===== src/rtl/pic_pkg.sv =====
// Shared types, codes and helpers for the priority interrupt controller.
// No dependencies; every other file of the block imports this package.
package pic_pkg;

  // Lines served by the controller; the stored registers stay eight bits wide
  localparam int unsigned NUM_LINES = 8;
  localparam int unsigned REG_W     = 8;
  localparam int unsigned IRQ_W     = 4;
  localparam int unsigned LINE_W    = 3;

  localparam logic [REG_W-1:0] MASK_RESET = '1;

  typedef enum logic [2:0] {
    KIND_RAISE  = 3'd0,
    KIND_LOWER  = 3'd1,
    KIND_MASK   = 3'd2,
    KIND_UNMASK = 3'd3,
    KIND_ACK    = 3'd4,
    KIND_EOI    = 3'd5,
    KIND_QUERY  = 3'd6,
    KIND_SPARE  = 3'd7
  } kind_t;

  typedef struct packed {
    kind_t             kind;
    logic [IRQ_W-1:0]  irq;
  } event_t;

  typedef struct packed {
    logic [REG_W-1:0] request;
    logic [REG_W-1:0] service;
    logic [REG_W-1:0] mask;
  } regs_t;

  typedef struct packed {
    logic              pending_valid;
    logic [LINE_W-1:0] pending_line;
    logic [7:0]        pending_vector;
    logic [REG_W-1:0]  request_bits;
    logic [REG_W-1:0]  service_bits;
    logic [REG_W-1:0]  mask_bits;
    logic              line_masked;
    logic              service_valid;
    logic [LINE_W-1:0] service_level;
  } result_t;

  typedef struct packed {
    logic              found;
    logic [LINE_W-1:0] idx;
  } pick_t;

  // Lowest set bit wins; idx is zero when nothing is set
  function automatic pick_t lowest_set(input logic [REG_W-1:0] v);
    pick_t p;
    p.found = 1'b0;
    p.idx   = '0;
    for (int i = REG_W - 1; i >= 0; i--) begin
      if (v[i]) begin
        p.found = 1'b1;
        p.idx   = LINE_W'(i);
      end
    end
    return p;
  endfunction

  // One-hot select of a line; zero for a line outside the served range
  function automatic logic [REG_W-1:0] line_bit(input logic [IRQ_W-1:0] irq);
    logic [REG_W-1:0] b;
    b = '0;
    if (irq < IRQ_W'(NUM_LINES)) begin
      b = REG_W'(1) << irq[LINE_W-1:0];
    end
    return b;
  endfunction

endpackage


===== src/rtl/pic_resolve.sv =====
// Priority resolution: service level, pending line, vector and line status.
// Depends on pic_pkg; purely combinational.
module pic_resolve import pic_pkg::*; (
  input  regs_t            regs,
  input  logic [IRQ_W-1:0] irq,
  input  logic [7:0]       base_vec,
  output result_t          res
);

  pick_t            svc;
  pick_t            pend;
  logic [REG_W-1:0] above;
  logic [REG_W-1:0] cand;
  logic [REG_W-1:0] sel;

  always_comb begin
    // Find the level currently in service
    svc   = lowest_set(regs.service);
    // Only lines of higher priority than that level may interrupt
    above = svc.found ? REG_W'((9'd1 << svc.idx) - 9'd1) : '1;
    cand  = regs.request & ~regs.mask & above;
    pend  = lowest_set(cand);
    sel   = line_bit(irq);

    res.pending_valid  = pend.found;
    res.pending_line   = pend.idx;
    res.pending_vector = pend.found ? 8'(base_vec + 8'(pend.idx)) : 8'd0;
    res.request_bits   = regs.request;
    res.service_bits   = regs.service;
    res.mask_bits      = regs.mask;
    res.line_masked    = (sel == '0) || ((regs.mask & sel) != '0);
    res.service_valid  = svc.found;
    res.service_level  = svc.idx;
  end

endmodule


===== config.mk =====
export PLATFORM = sky130hd
export DESIGN_NAME = pic_resolve
export DESIGN_NICKNAME = d
export VERILOG_FILES = /design/src/rtl/pic_pkg.sv /design/src/rtl/pic_resolve.sv
export SDC_FILE = /design/constraint.sdc
export NUM_CORES = 1
export LEC_CHECK = 0
export BUFFER_PORTS_ARGS = -buffer_cell sky130_fd_sc_hd__buf_2
export CAP_MARGIN = 20
export CORE_MARGIN = 3
export CORE_UTILIZATION = 39
export DETAILED_ROUTE_END_ITERATION = 10
export PLACE_DENSITY = 0.82
export RECOVER_POWER = 25
export SYNTH_ARGS = -nofsm -noshare
export SYNTH_HDL_FRONTEND = slang
export SYNTH_SLANG_ARGS = --single-unit

===== constraint.sdc =====
create_clock -name vclk -period 4.8
set_input_delay 0.72 -clock vclk [all_inputs]
set_output_delay 0.72 -clock vclk [all_outputs]
set_load 0.05 [all_outputs]

==> results by group, run 1 <==
Placement
  – RePlAce Congestion: 0.829
  – Post-DP HPWL: 2.31 mm
  – Post-DP Area: 1320 um^2
  – DP Worst Slack: 0.108 ns
  – PortBufs: 77

Floorplan
  – Die area: 2650 um^2
  – Core Box Area: 1840 um^2
  – Top-level I/O count: 77
  – FP Rows: 15
  – Die Wd: 51.5 um
  – Die Span Y: 51.5 um
  – Initial Utilization: 43.9%

Setup path
  – Crit path kind: in -> out
  – Slowest cell on crit path: fa_1
  – Worst Setup Start Kind: input pin
  – CP top delay family: compound AO/OA/AOI/OAI gates
  – Worst setup EP type: output port
  – Crit path arrival time: 3.87 ns
  – Crit path cell chain: buf_2 -> nor2_1 -> nand2_1 -> o31ai_4 -> nand2_2 -> ha_4 -> nor2b_1 -> o21ai_1 -> a21oi_2 -> o32ai_2 -> a211oi_4 -> buf_4 -> fa_1 -> a21o_1 -> nand2_1 -> nor2_1 -> xnor2_1 -> a21oi_4 -> buf_2
  – CP Buf/Inv Count: 3
  – Crit-path max FO: 4
  – Worst path max stage delay: 0.42 ns
  – CP Data Required Time: 4.08 ns

Logic synthesis
  – Synth Area in Compound Gates: 24.8%
  – Cell taking the most area after synthesis: buf_4
  – Cell area after synthesis: 807 um^2
  – Post-synthesis adder-cell area fraction: 8.68%
  – Post-synth net total: 152
  – Synth Instances: 111
  – Top cell type's share of synthesized area: 22.3%
  – Netlist cell types: 36
  – Simple-Gate Fraction of Synth Area: 29.1%
  – Synthesized area per cell: 7.27 um^2
  – Main combinational cell family by area after synthesis: simple AND/OR/NAND/NOR gates
  – Syn. warnings: 0
  – Seq/Total Area, Yosys: 0%
  – Post-synthesis mux area share: 5.58%
  – Area contributors post-synth: buf_4 22%, a21oi_1 8.7%, ha_1 6.2%
  – XOR/XNOR Fraction of Synth Area: 7.60%

Clock network
  – Hold_buf cts: 0

Cells and area
  – Most frequent cells in the layout: 66 x buf_2, 10 x clkbuf_1, 9 x buf_4
  – FFs & Latches: 0
  – Final net count: 216
  – Share of layout cells above drive strength 1: 63.6%
  – Diodes inserted: 0
  – Cell area after layout: 1330 um^2
  – Area Overhead vs Synth: 64.2%
  – # fillers: 169
  – CLK BUF: 0
  – Most common cell after layout, fill and taps aside: buf_2
  – Storage element area: 0 um^2

Global routing
  – Antenna violations before repair: 0
  – GRT Resource Usage Total: 19.1%
  – First-pass GRT wire length: 4.19 mm
  – Pin count of the biggest net entering global routing: 10
  – Gr ovfl total: 0
  – Number of global-route vias before repair: 940

Pwr
  – Max IR drop VDD: 0.000107 V
  – Pwr Total: 0.214 mW
  – Comb pwr share: 100.0%
  – Internal power: 0.0681 mW
  – Clock network power share: 0%
  – PD cells: 162 nW/um^2
  – Seq pwr share: 0%
  – Sw Share: 68.2%
  – Pleak: 0.601 nW
  – Psw: 0.146 mW

STA
  – Hold_ws: 1.75 ns
  – Max transition margin: 59.4%
  – Setup ws final: 0.213 ns
  – Fin crit period: 4.59 ns
  – Final slew viol count: 0
  – Final period util: 95.6%
  – Final setup fails: 0
  – RSZ-0062 raised after global routing: no
  – Final Hold Violating Endpoints: 0
  – Maximum clock rate: 0.218 GHz
  – Worst-Margin Slew: 0.611 ns

Drt
  – Initial drt markers: 16
  – DRT Wirelength: 2.60 mm
  – Drt wl/cell: 13.1 um
  – Remaining DRCs: 0
  – Via count: 1022
  – Detailed Routing Iterations Pass 1: 4
  – Via density: 5.16
  – Routed Antenna Nets: 0

Worst hold path
  – Hold WC Path Type: in -> out

Job
  – Max_cap viols: 0

Outcome
  – Outcome: completed
[worst paths after layout]
| path | depth (start not counted) | slack [ns] | start | endpoint |
|---|---|---|---|---|
| max | 19 | 0.21 | regs[15] | res[35] |
| min | 2 | 1.75 | regs[18] | res[23] |
[through the flow]
step	std cells	util (%)	TNS (ns)
floorplan	111	-	-0.563
global placement	197	71.5	0
detailed placement	197	71.5	0
CTS	197	71.5	0
global route	198	72.0	0
finish	198	72.0	0
[synthesized netlist by cell type (2+ instances only)]
master,n
a21o_1,2
a21oi_1,14
buf_4,24
ha_1,4
inv_1,4
mux4_2,2
nand2_1,6
nand2b_1,5
nor2_1,6
nor2b_1,6
nor3_1,2
nor3b_1,3
nor4b_1,2
o21ai_0,3
o21bai_1,2
xnor2_1,4
xor2_1,3
[layer usage]
layer  global-route usage [%]  part of all wire (%)
met1                     25.2                    40
met3                        0                   4.5
met2                     36.9                    56
met4                        0                     0
met5                        0                     0
[logic make-up (layout without fill, tap and decap cells)]
logic type / count (synthesis) / after routing
and+or+nand+nor: 38 / 38
AOI/OAI and AO/OA: 31 / 31
buffers and inverters: 28 / 90
xor gates and xnor gates: 7 / 7
adders and majority gates: 5 / 5
muxes: 2 / 2
[repair_timing]
item / CTS / global route
buffers inserted: 0 / 1
endpoints found under the setup margin: 0 / 2
gates resized for setup: 0 / 3
[layout make-up]
cell class	instances	area, um^2	area share, %
multi-input combinational	83	836	63.1
tap	25	31.3	2.36
timing repair buffer	86	443	33.4
inverter	4	15.0	1.13
[power groups by stage]
stage	clock network [mW]	registers, mW	logic, mW
finish	0	0	0.214
global route	0	0	0.226
CTS	0	0	0.214
detailed placement	0	0	0.213
global placement	0	0	0.210
floorplan	0	0	0.170
Note: power is estimated with default switching activity, not from simulation.
==> run 2: changes to the inputs <==
Settings changed: CORE_UTILIZATION 39 to 30, PLACE_DENSITY 0.82 to 0.65.
==> run 2 against run 1 <==
Via count decreased by 1.3%; core utilization decreased by 19 points; critical path depth unchanged; first-iteration DRC count increased by 69%; routed wire length increased by 0.58%; combinational power about the same.
==> results by group, run 2 (synthesis gave the netlist of run 1 again) <==
Setup path
  – Slowest cell on crit path: xnor2_1
  – Crit path cell chain: buf_2 -> nand2b_4 -> a21oi_2 -> o21bai_1 -> a21oi_4 -> nand2b_4 -> ha_4 -> nor4b_2 -> o21ai_1 -> a21oi_2 -> o32ai_2 -> a211oi_4 -> ha_1 -> a21o_1 -> a21oi_4 -> nor4bb_2 -> xnor2_1 -> a21oi_4 -> clkbuf_4
  – Crit path kind: in -> out
  – CP Launch Point: regs[14]
  – Critical Path Sink: res[36]
  – CP Buf/Inv Count: 2
  – CP top delay family: compound AO/OA/AOI/OAI gates
  – Crit path arrival time: 3.84 ns
  – Worst setup EP type: output port
  – Worst path max stage delay: 0.31 ns
  – Critical Path Most Common Cell: a21oi_4
  – CP Data Required Time: 4.08 ns
  – Worst Setup Start Kind: input pin
  – Cell count along the critical path: 19
  – Crit-path max FO: 5

Cells and area
  – Storage element area: 0 um^2
  – Final Util: 53.0%
  – Share of layout cells above drive strength 1: 63.6%
  – Most frequent cells in the layout: 65 x buf_2, 10 x clkbuf_1, 9 x buf_4
  – Most common cell after layout, fill and taps aside: buf_2
  – CLK BUF: 0
  – # fillers: 256
  – FFs & Latches: 0
  – Diodes inserted: 0
  – Final net count: 216
  – Area Overhead vs Synth: 65.7%

Floorplan
  – Die Span Y: 57.9 um
  – Die Wd: 57.9 um
  – Core Box Area: 2520 um^2
  – Top-level I/O count: 77
  – Initial Utilization: 32.0%
  – FP Rows: 18
  – Die area: 3350 um^2

Pwr
  – PD cells: 161 nW/um^2
  – Pleak: 0.602 nW
  – Max IR drop VDD: 0.0000897 V

Drt
  – Met1 WL: 1.02 mm
  – Via density: 4.97
  – Top sig layer: met3
  – Drt wl/cell: 12.9 um
  – Detailed Routing Iterations Pass 1: 4
  – Via count: 1009
  – Routed Antenna Nets: 0
  – Remaining DRCs: 0
  – Initial drt markers: 27
  – DRT Wirelength: 2.61 mm
  – Met2 Routed Length: 1.36 mm
  – Wire length on met3: 226 um

Clock network
  – Hold_buf cts: 0

STA
  – Final setup fails: 0
  – Final slew viol count: 0
  – Max transition margin: 60.1%
  – Maximum clock rate: 0.219 GHz
  – Fin crit period: 4.56 ns
  – Hold_ws: 1.75 ns
  – Final Hold Violating Endpoints: 0
  – RSZ-0062 raised after global routing: no
  – Final period util: 94.9%
  – Worst-Margin Slew: 0.600 ns

Worst hold path
  – Hold WC Path Type: in -> out

Outcome
  – Outcome: completed

Global routing
  – Antenna violations before repair: 0
  – First-pass GRT wire length: 3.93 mm
  – Number of global-route vias before repair: 908
  – Pin count of the biggest net entering global routing: 10
  – GRT Resource Usage Total: 13.9%
  – Gr ovfl total: 0

Placement
  – Post-DP HPWL: 2.29 mm
  – RePlAce Congestion: 0.756
  – PortBufs: 77

Job
  – Max_cap viols: 0
-- run 2: changes by cell type in the layout (fill, tap and decap cells not counted) --
cell / before / now
buf_2: 66 / 65
clkbuf_4: 1 / 2
o21bai_1: 1 / 2
o21bai_2: 1 / 0
xor2_1: 3 / 2
xor2_2: 0 / 1
-- run 2: report_power, final --
group	internal (mW)	switching (mW)
Sequential	0	0
Combinational	0.0691	0.146
Clock	0	0
-- run 2: metal layers --
layer  track usage, %  vias up
met1             17.8      466
met4                0        0
met2             26.5       40
met3             1.56        0
met5                0        -
li1                 -      503
-- run 2: worst min-delay path by stage --
stage	end	cells past startpoint	start	slack (ns)
final	res[25]	2	regs[20]	1.75
after global routing	res[25]	2	regs[20]	1.76
after CTS	res[28]	2	regs[23]	1.74
after detailed placement	res[28]	2	regs[23]	1.74
after global placement	res[26]	2	regs[21]	1.74
after floorplan	res[0]	1	regs[8]	1.50
-- run 2: repair_timing --
item / CTS / global route
buffers inserted: 0 / 2
endpoints found under the setup margin: 0 / 3
resized for setup: 0 / 4
-- run 2: area by class of cell --
class | instances | area, um^2 | share of cell area [%]
tap | 30 | 37.5 | 2.81
multi-input combinational | 83 | 840 | 62.8
inverter | 4 | 15.0 | 1.12
timing repair buffer | 86 | 445 | 33.3
-- run 2: metrics by stage --
stage	instance area [um^2]	setup TNS, ns	setup WS, ns	instances	power [mW]
floorplan	1020	-0.563	-0.145	111	0.170
global placement	1310	0	0.250	201	0.211
detailed placement	1310	0	0.0842	201	0.214
CTS	1310	0	0.0827	201	0.214
global route	1340	0	0.0310	203	0.228
finish	1340	0	0.243	203	0.215
