--- src/rtl/pic_pkg.sv ---
// Shared types, codes and helpers for the priority interrupt controller.
// No dependencies; every other file of the block imports this package.
package pic_pkg;

  // Lines served by the controller; the stored registers stay eight bits wide
  localparam int unsigned NUM_LINES = 8;
  localparam int unsigned REG_W     = 8;
  localparam int unsigned IRQ_W     = 4;
  localparam int unsigned LINE_W    = 3;

  localparam logic [REG_W-1:0] MASK_RESET = '1;

  typedef enum logic [2:0] {
    KIND_RAISE  = 3'd0,
    KIND_LOWER  = 3'd1,
    KIND_MASK   = 3'd2,
    KIND_UNMASK = 3'd3,
    KIND_ACK    = 3'd4,
    KIND_EOI    = 3'd5,
    KIND_QUERY  = 3'd6,
    KIND_SPARE  = 3'd7
  } kind_t;

  typedef struct packed {
    kind_t             kind;
    logic [IRQ_W-1:0]  irq;
  } event_t;

  typedef struct packed {
    logic [REG_W-1:0] request;
    logic [REG_W-1:0] service;
    logic [REG_W-1:0] mask;
  } regs_t;

  typedef struct packed {
    logic              pending_valid;
    logic [LINE_W-1:0] pending_line;
    logic [7:0]        pending_vector;
    logic [REG_W-1:0]  request_bits;
    logic [REG_W-1:0]  service_bits;
    logic [REG_W-1:0]  mask_bits;
    logic              line_masked;
    logic              service_valid;
    logic [LINE_W-1:0] service_level;
  } result_t;

  typedef struct packed {
    logic              found;
    logic [LINE_W-1:0] idx;
  } pick_t;

  // Lowest set bit wins; idx is zero when nothing is set
  function automatic pick_t lowest_set(input logic [REG_W-1:0] v);
    pick_t p;
    p.found = 1'b0;
    p.idx   = '0;
    for (int i = REG_W - 1; i >= 0; i--) begin
      if (v[i]) begin
        p.found = 1'b1;
        p.idx   = LINE_W'(i);
      end
    end
    return p;
  endfunction

  // One-hot select of a line; zero for a line outside the served range
  function automatic logic [REG_W-1:0] line_bit(input logic [IRQ_W-1:0] irq);
    logic [REG_W-1:0] b;
    b = '0;
    if (irq < IRQ_W'(NUM_LINES)) begin
      b = REG_W'(1) << irq[LINE_W-1:0];
    end
    return b;
  endfunction

endpackage

--- src/rtl/pic_state.sv ---
// Request, in-service and mask registers and their per-event update.
// Depends on pic_pkg.
module pic_state import pic_pkg::*; (
  input  logic   clk,
  input  logic   rst_n,
  input  logic   apply,
  input  event_t ev,
  output regs_t  regs_nxt
);

  regs_t            regs_r;
  logic [REG_W-1:0] sel;

  // Apply the event to the current registers
  always_comb begin
    sel      = line_bit(ev.irq);
    regs_nxt = regs_r;
    case (ev.kind)
      KIND_RAISE:  regs_nxt.request = regs_r.request | sel;
      KIND_LOWER:  regs_nxt.request = regs_r.request & ~sel;
      KIND_MASK:   regs_nxt.mask    = regs_r.mask | sel;
      KIND_UNMASK: regs_nxt.mask    = regs_r.mask & ~sel;
      KIND_ACK: begin
        regs_nxt.request = regs_r.request & ~sel;
        regs_nxt.service = regs_r.service | sel;
      end
      KIND_EOI:    regs_nxt.service = regs_r.service & ~sel;
      default:     regs_nxt = regs_r;
    endcase
  end

  // Commit when the word moves to the result register
  always_ff @(posedge clk) begin
    if (!rst_n) begin
      regs_r.request <= '0;
      regs_r.service <= '0;
      regs_r.mask    <= MASK_RESET;
    end else if (apply) begin
      regs_r <= regs_nxt;
    end
  end

endmodule

--- config.mk ---
export PLATFORM = sky130hd
export DESIGN_NAME = pic_state
export DESIGN_NICKNAME = d
export VERILOG_FILES = /design/src/rtl/pic_pkg.sv /design/src/rtl/pic_state.sv
export SDC_FILE = /design/constraint.sdc
export NUM_CORES = 1
export LEC_CHECK = 0
export BUFFER_PORTS_ARGS = -buffer_cell sky130_fd_sc_hd__buf_2
export CAP_MARGIN = 20
export CORE_MARGIN = 3
export CORE_UTILIZATION = 54
export CTS_CLUSTER_DIAMETER = 50
export DETAILED_ROUTE_END_ITERATION = 10
export GPL_TIMING_DRIVEN = 0
export PLACE_DENSITY = 0.77
export SYNTH_ARGS = -nofsm -noshare
export SYNTH_HDL_FRONTEND = slang
export SYNTH_SLANG_ARGS = --single-unit
--- constraint.sdc ---
create_clock -name clk -period 1.3 [get_ports clk]
set_clock_uncertainty 0.1 [all_clocks]
set_input_delay 0 -clock clk [delete_from_list [all_inputs] [get_ports clk]]
set_output_delay 0 -clock clk [all_outputs]
set_load 0.01 [all_outputs]
==> impl_metrics.yaml, run 1 <==
logic_synthesis:
  synth-adder-area-share: 0
  synth_cell_types: 33
  synthArstFlopShare: 0
  synth-compound-area-share: 0.263
  synth_seq_area_share: 0.300
  synth_cells: 188
  syn_area_per_cell_um2: 8.51
  synthMuxAreaShare: 0.0500
  synth-edff-count: 0
  synthSimpleGateAreaFrac: 0.289
  yosysWarnings: 0
  ys_ff_latch: 24
  synth_top_area_frac: 0.300
  syn-num-nets: 198
  synth_ff_type: "dfxtp_1"
  synth_top_family_by_area: "simple AND/OR/NAND/NOR gates"
  yosys.area.top_type: "dfxtp_1"
  synth_xor_area_frac: 0
  synthTopCellsByArea: "dfxtp_1 30%, a21oi_1 7.5%, a31oi_1 6.3%"
  synth.cell_area_mm2: 0.00160
power_and_ir_drop:
  p_leak_nw: 0.880
  peakVddDrop_mv: 0.824
  power.density_mw_per_mm2: 783
worst_hold_path:
  min-delay-start: "ev[0]"
  min_path_cells: 4
  hp-class: "in -> reg"
  whs_endpoint: "regs_r[9]"
critical_path:
  rrSetupSlack_ns: 0.51
  cp-start-kind: "input pin"
  rr_startpoint: "regs_r[3]"
  reg2reg_to: "regs_r[3]"
  crit_fanout: 5
  worstPathRequired_ns: 1.20
  critPathArrivalTime_ns: 1.17
  reg2reg_depth: 2
  path_class: "in -> out"
  end_kind: "output pin"
sta:
  worstMarginPinSlew_ns: 0.464
  slew-limit-headroom: 0.690
  hold_viol_final: 0
  report.final.slew_viol_count: 0
  setup-tns-final_ns: 0
  timing.final.crit_period_ns: 1.27
  max_freq_mhz: 787
  period_share: 0.977
  setup_viol_count_final: 0
clock_tree:
  cts_tree: "built"
  insertion_delay_ns: 0.33
  clock-sinks: 24
  cts.clk_slew.worst_paths_ns: 0.13
  cts-root-buf: "clkbuf_4"
  cts_buffers: 3
  ctsHtreeMaxLevel: 1
  cts_buffer_depth: 2
layout:
  regArea_um2: 480
  stdcell_area_mm2: 0.00201
  largest_register: "regs_r"
  drive_above_1_share: 0.338
  final_util: 0.721
  syn2layout_area_growth_pct: 25.3
  final_net_count: 245
  diodes: 0
  largest_register_ffs: 24
  multi_input_area_um2: 976
  reg.largest.list: "regs_r x24"
  nFillCells: 220
route:
  routed_wl_um: 4390
  wl_met3_um: 331
  firstDrtPassIters: 4
  drt_first_iter_violations: 146
  wl_met2_um: 2130
  highest_layer: "met4"
  wl_per_cell_um: 16.6
  drt-vias-per-instance: 6.39
  drc: 0
  wl_met1_um: 1850
  final_antenna_net_count: 0
  via_count: 1693
global_routing:
  antenna_found_initial: 0
  grtUsageTotal: 0.237
  grt.overflow.total: 0
  grt_first_pass_wirelength_um: 6590
  grt_max_degree: 15
  grt_pass1_vias: 1399
floorplanning:
  die_area_mm2: 0.00365
  num_rows: 19
  initial_core_util: 0.575
  io_pins: 34
  fp.dieH_um: 60.4
  die_width_um: 60.4
  core_mm2: 0.00278
placed_design:
  place_area_mm2: 0.00178
  dp_hpwl_um: 2870
  portBuffers: 28
  place_congestion: 0.777
run_status:
  status: "complete, no violations"
run:
  cap_viol_max_count: 0
## power by group
part	total, mW	internal, mW	switching, mW
clock	0.556	0.312	0.243
combinational	0.274	0.115	0.159
sequential	0.740	0.739	0.00169
total	1.57	1.17	0.404
## metrics by stage
step	total power, mW	instances	hold WS (ns)	setup slack, ns
6_report	1.57	265	0.0295	0.0293
5_1_grt	1.63	265	0.0374	-0.00406
4_1_cts	1.53	256	0.0292	0.000546
3_5_place_dp	0.987	247	0.350	-0.249
3_3_place_gp	0.980	247	0.346	-0.187
2_1_floorplan	0.926	188	0.115	0.137
## cells in the final DEF (no fill, tap or decap), types with 2 or more instances in the layout
cell type  count
buf_2         34
a21oi_1       24
dfxtp_1       24
a31oi_1       16
buf_4         15
o21ai_0       10
nand2_1        9
nand3_1        9
and3_1         9
a32o_1         8
mux2i_1        8
buf_6          7
clkbuf_1       6
a22o_1         5
nand2b_1       5
and4bb_2       5
clkbuf_4       5
nand4b_1       4
nor4b_4        3
clkbuf_2       3
nor2b_1        3
o21ai_1        3
nand3b_1       2
nor2_1         2
## how the worst max path moves through the flow
stage                     startpoint           end  slack [ns]  cells past startpoint
after floorplan                ev[1]    regs_r[19]        0.14                      5
after global placement         ev[3]    regs_r[18]       -0.19                      5
after detailed placement       ev[3]    regs_r[20]       -0.25                      5
after CTS                      ev[6]   regs_nxt[8]      0.0005                      7
after global routing           ev[3]  regs_nxt[17]      -0.004                      6
final                          ev[3]  regs_nxt[17]        0.03                      6
## layout make-up
| class | count | share of cell area |
|---|---|---|
| multi-input combinational | 136 | 0.487 |
| sequential | 24 | 0.240 |
| timing repair buffer | 42 | 0.136 |
| buffer | 28 | 0.0923 |
| tap | 31 | 0.0193 |
| clock inverter | 1 | 0.0150 |
| clock buffer | 3 | 0.0112 |
## cell usage after synthesis (all sizes together) (2+ instances only)
library cell and n:
a31oi 16, nor4b 3, nand2b 5, buf 18, and3 9, mux2i 8, nor2b 3, clkbuf 10
and4bb 5, nand3b 2, nand4b 4, nand3 9, a32o 8, nor2 2, dfxtp 24, o21ai 14
nand2 9, a21oi 24, a22o 5
## kinds of logic after synthesis
group,count (synthesis)
compound gates,68
buf+inv,28
flops,24
mux,8
simple gates,60
## worst max-delay path, cell delays in order
cell       delay (ns)
buf_4            0.13
clkbuf_16        0.15
or4b_4           0.53
o21ai_2          0.15
o21ai_1          0.07
buf_2            0.14
## layer usage
metal  vias up  track usage
li1        808            -
met2        71        0.403
met4         0       0.0712
met1       802        0.315
met3        12       0.0277
met5         -            0
## what timing repair did
| action | CTS | global route |
|---|---|---|
| resized for setup | 3 | 20 |
| hold buffers | 0 | 0 |
| setup buffers | 5 | 8 |
| setup endpoints to repair | 15 | 19 |
| pin swaps | 4 | 4 |
| cloned | 0 | 1 |
Power figures use the tool's default switching activity.
==> inputs of run 2 (changes only) <==
CAP_MARGIN = default   (was 20)
CORE_UTILIZATION = 41   (was 54)
PLACE_DENSITY = 0.61   (was 0.77)
SKIP_LAST_GASP = 1   (was default)
==> impl_metrics.yaml, run 2 (synthesized netlist as in run 1, its figures left out) <==
clock_tree:
  insertion_delay_ns: 0.26
  clock-sinks: 24
  ctsHoldBuffers: 0
  cts_buffer_depth: 2
  cts.clk_slew.worst_paths_ns: 0.09
  cts-root-buf: "clkbuf_8"
  cts_buffers: 3
  ctsHtreeMaxLevel: 1
  cts_tree: "built"
route:
  final_antenna_net_count: 0
  drt-vias-per-instance: 5.85
  drt_first_iter_violations: 114
  drc: 0
  routed_wl_um: 4690
  via_count: 1650
  firstDrtPassIters: 4
  wl_per_cell_um: 16.6
power_and_ir_drop:
  total_power_mw: 1.68
  peakVddDrop_mv: 0.763
  power.density_mw_per_mm2: 824
  p_leak_nw: 0.884
layout:
  syn2layout_area_growth_pct: 27.3
  diodes: 0
  multi_input_area_um2: 976
  final_util: 0.548
  nFillCells: 364
  drive_above_1_share: 0.338
  largest_register: "regs_r"
  regArea_um2: 480
  final_cell_mix: "33 x buf_2, 24 x dfxtp_1, 23 x a21oi_1"
  final_common_cell: "buf_2"
  final_net_count: 245
  reg.largest.list: "regs_r x24"
  largest_register_ffs: 24
run_status:
  status: "complete, no violations"
critical_path:
  path_class: "in -> out"
  end_kind: "output pin"
  reg2reg_depth: 2
  critPathArrivalTime_ns: 1.20
  worstPathRequired_ns: 1.20
  cp-start-kind: "input pin"
  crit_fanout: 10
sta:
  worstMarginPinSlew_ns: 0.472
  period_share: 1.00
  setup_viol_count_final: 0
  rsz0062_at_grt: "true"
  finalWorstSetupSlack_ns: 0.0000420
  whs_ns: 0.108
  report.final.slew_viol_count: 0
  timing.final.crit_period_ns: 1.30
  slew-limit-headroom: 0.686
  max_freq_mhz: 769
  hold_viol_final: 0
floorplanning:
  initial_core_util: 0.431
  io_pins: 34
  core_mm2: 0.00372
  fp.dieH_um: 68.5
  num_rows: 22
  die_area_mm2: 0.00469
  die_width_um: 68.5
placed_design:
  place_congestion: 0.805
  dp_slack_ns: -0.236
  dp_hpwl_um: 3130
  portBuffers: 28
global_routing:
  grtUsageTotal: 0.209
  grt_max_degree: 15
  grt_first_pass_wirelength_um: 7310
  grt_pass1_vias: 1499
  antenna_found_initial: 0
  grt.overflow.total: 0
run:
  cap_viol_max_count: 0
worst_hold_path:
  hp-class: "in -> reg"
  min_path_cells: 2
## run 2: critical path, stage by stage
cell and delay [ns]:
buf_4 0.16, buf_4 0.18, or4b_4 0.49, o21ai_1 0.14
o21ai_1 0.08, buf_2 0.14
## run 2: final timing paths
check | slack (ns) | startpoint | end
worst max-delay path | 0.00004 | ev[2] | regs_nxt[17]
worst min-delay path | 0.11 | rst_n | regs_r[19]
worst max register to register | 0.52 | regs_r[0] | regs_r[0]
worst min register to register | 0.37 | regs_r[10] | regs_r[10]
## run 2: final cells by class
class                           instances  share of cell area
Sequential cell                        24               0.236
Tap cell                               48              0.0295
Buffer                                 28              0.0885
Timing Repair Buffer                   42               0.132
Clock inverter                          1              0.0147
Multi-Input combinational cell        136               0.479
Clock buffer                            3              0.0203
## run 2: per-layer routing
layer  global-route usage  part of all wire
met5                    0                 0
met2                0.333              0.48
met3               0.0263             0.051
met1                0.286              0.46
met4               0.0769            0.0077
## run 2: where the power goes
group / switching [mW] / total (mW) / internal, mW
logic: 0.161 / 0.273 / 0.112
clock network: 0.254 / 0.666 / 0.412
registers: 0.00163 / 0.739 / 0.738
## run 2: through the flow
stage | setup TNS, ns | std cells | instance area, µm²
finish | 0 | 282 | 2040
global route | -0.0709 | 282 | 2040
CTS | 0 | 278 | 1950
detailed placement | -3.79 | 264 | 1800
global placement | -2.91 | 264 | 1800
floorplan | 0 | 188 | 1600
## run 2: timing repair
| action | in CTS | in global routing |
|---|---|---|
| endpoints found under the setup margin | 15 | 15 |
| pin swaps | 4 | 1 |
| buffers inserted | 10 | 3 |
| resized for setup | 4 | 16 |
| gates cloned | 0 | 1 |
==> inputs of run 3 (changes only) <==
CORE_UTILIZATION = 54   (was 41)
PLACE_DENSITY = 0.77   (was 0.61)
SKIP_CTS_REPAIR_TIMING = 1   (was default)
==> impl_metrics.yaml, run 3 (synthesized netlist as in run 1, its figures left out) <==
critical_path:
  critPathLaunch: "ev[1]"
  crit_chain: "buf_4, buf_6, or4b_4, o21ai_2, o21ai_1, buf_2"
  worstPathRequired_ns: 1.20
  cpPeakStageDelay_ns: 0.52
  end_kind: "output pin"
  cp-start-kind: "input pin"
  cp.buffers_inverters: 3
  reg2reg_to: "regs_r[1]"
  crit_fanout: 9
  crit_family: "simple AND/OR/NAND/NOR gates"
  critPathArrivalTime_ns: 1.17
  rr_startpoint: "regs_r[1]"
  rrSetupSlack_ns: 0.53
  crit_end: "regs_nxt[17]"
  slowest_stage: "or4b_4"
  reg2reg_depth: 2
  cp.depth: 6
  path_class: "in -> out"
power_and_ir_drop:
  power.density_mw_per_mm2: 786
  total_power_mw: 1.55
  p_leak_nw: 0.869
  peakVddDrop_mv: 0.830
layout:
  drive_above_1_share: 0.338
  syn2layout_area_growth_pct: 23.6
  final_cell_mix: "35 x buf_2, 24 x a21oi_1, 24 x dfxtp_1"
  largest_register: "regs_r"
  final_common_cell: "buf_2"
  fin_cells: 265
  diodes: 0
  reg.largest.list: "regs_r x24"
  final_net_count: 245
  largest_register_ffs: 24
global_routing:
  grt_pass1_vias: 1349
  grt.overflow.total: 0
  antenna_found_initial: 0
  grt_first_pass_wirelength_um: 6400
  grtUsageTotal: 0.231
  grt_max_degree: 15
clock_tree:
  cts_buffer_depth: 2
  ctsHtreeMaxLevel: 1
  cts_buffers: 3
  cts-root-buf: "clkbuf_4"
  clock-sinks: 24
  insertion_delay_ns: 0.31
  cts.clk_slew.worst_paths_ns: 0.13
  cts_tree: "built"
route:
  wl_per_cell_um: 16.2
  via_count: 1657
  routed_wl_um: 4300
  firstDrtPassIters: 4
  drt-vias-per-instance: 6.25
  drt_first_iter_violations: 118
  drc: 0
  final_antenna_net_count: 0
sta:
  report.final.slew_viol_count: 0
  finalWorstSetupSlack_ns: 0.0332
  period_share: 0.974
  rsz0062_at_grt: "true"
  slew-limit-headroom: 0.690
  hold_viol_final: 0
  setup_viol_count_final: 0
  timing.final.crit_period_ns: 1.27
  worstMarginPinSlew_ns: 0.465
  whs_ns: 0.0379
  setup-tns-final_ns: 0
  max_freq_mhz: 789
placed_design:
  place_congestion: 0.777
  dp.cells: 247
  portBuffers: 28
  dp_slack_ns: -0.249
  dp_hpwl_um: 2870
run:
  cap_viol_max_count: 0
floorplanning:
  initial_core_util: 0.575
  fp.dieH_um: 60.4
  core_mm2: 0.00278
  die_area_mm2: 0.00365
  die_width_um: 60.4
  io_pins: 34
  num_rows: 19
worst_hold_path:
  hp-class: "in -> reg"
run_status:
  status: "complete, no violations"
==> run 3: worst min-delay path by stage <==
stage	endpoint	from	depth (start not counted)	slack, ns
6_report	regs_r[9]	ev[0]	4	0.04
5_1_grt	regs_r[9]	ev[0]	4	0.04
4_1_cts	regs_r[9]	ev[0]	4	0.03
3_5_place_dp	regs_r[10]	regs_r[10]	2	0.35
3_3_place_gp	regs_r[10]	regs_r[10]	2	0.35
2_1_floorplan	regs_nxt[16]	ev[5]	2	0.11
==> run 3: per-stage QoR <==
| stage | utilization | instance area (µm²) |
|---|---|---|
| 6_report | 0.711 | 1980 |
| 5_1_grt | 0.711 | 1980 |
| 4_1_cts | 0.659 | 1830 |
| 3_5_place_dp | 0.640 | 1780 |
| 3_3_place_gp | 0.640 | 1780 |
| 2_1_floorplan | - | 1600 |
==> run 3: where the power goes <==
part           internal, mW  leakage (nW)  switching, mW
Clock                 0.312        0.0279          0.236
Combinational         0.107         0.647          0.158
Sequential            0.739         0.194        0.00162
==> run 3: final cells by class <==
type	instances	area [µm²]
multi-input combinational	136	976
fill	221	803
sequential	24	480
timing repair buffer	42	249
buffer	28	181
tap	31	38.8
clock inverter	1	30.0
clock buffer	3	22.5
==> run 3: per-layer routing <==
metal	share of wire	vias up	GRT usage
met5	0	-	0
met1	0.44	797	0.304
met2	0.51	49	0.400
li1	-	809	-
met4	0.0044	0	0.0619
met3	0.050	2	0.0277
==> run 3: worst reg2reg max path, delay by kind of cell (launching register included) <==
family         cells  cell delay, ns
AO/OA/AOI/OAI      2            0.21
flip-flops         1            0.34
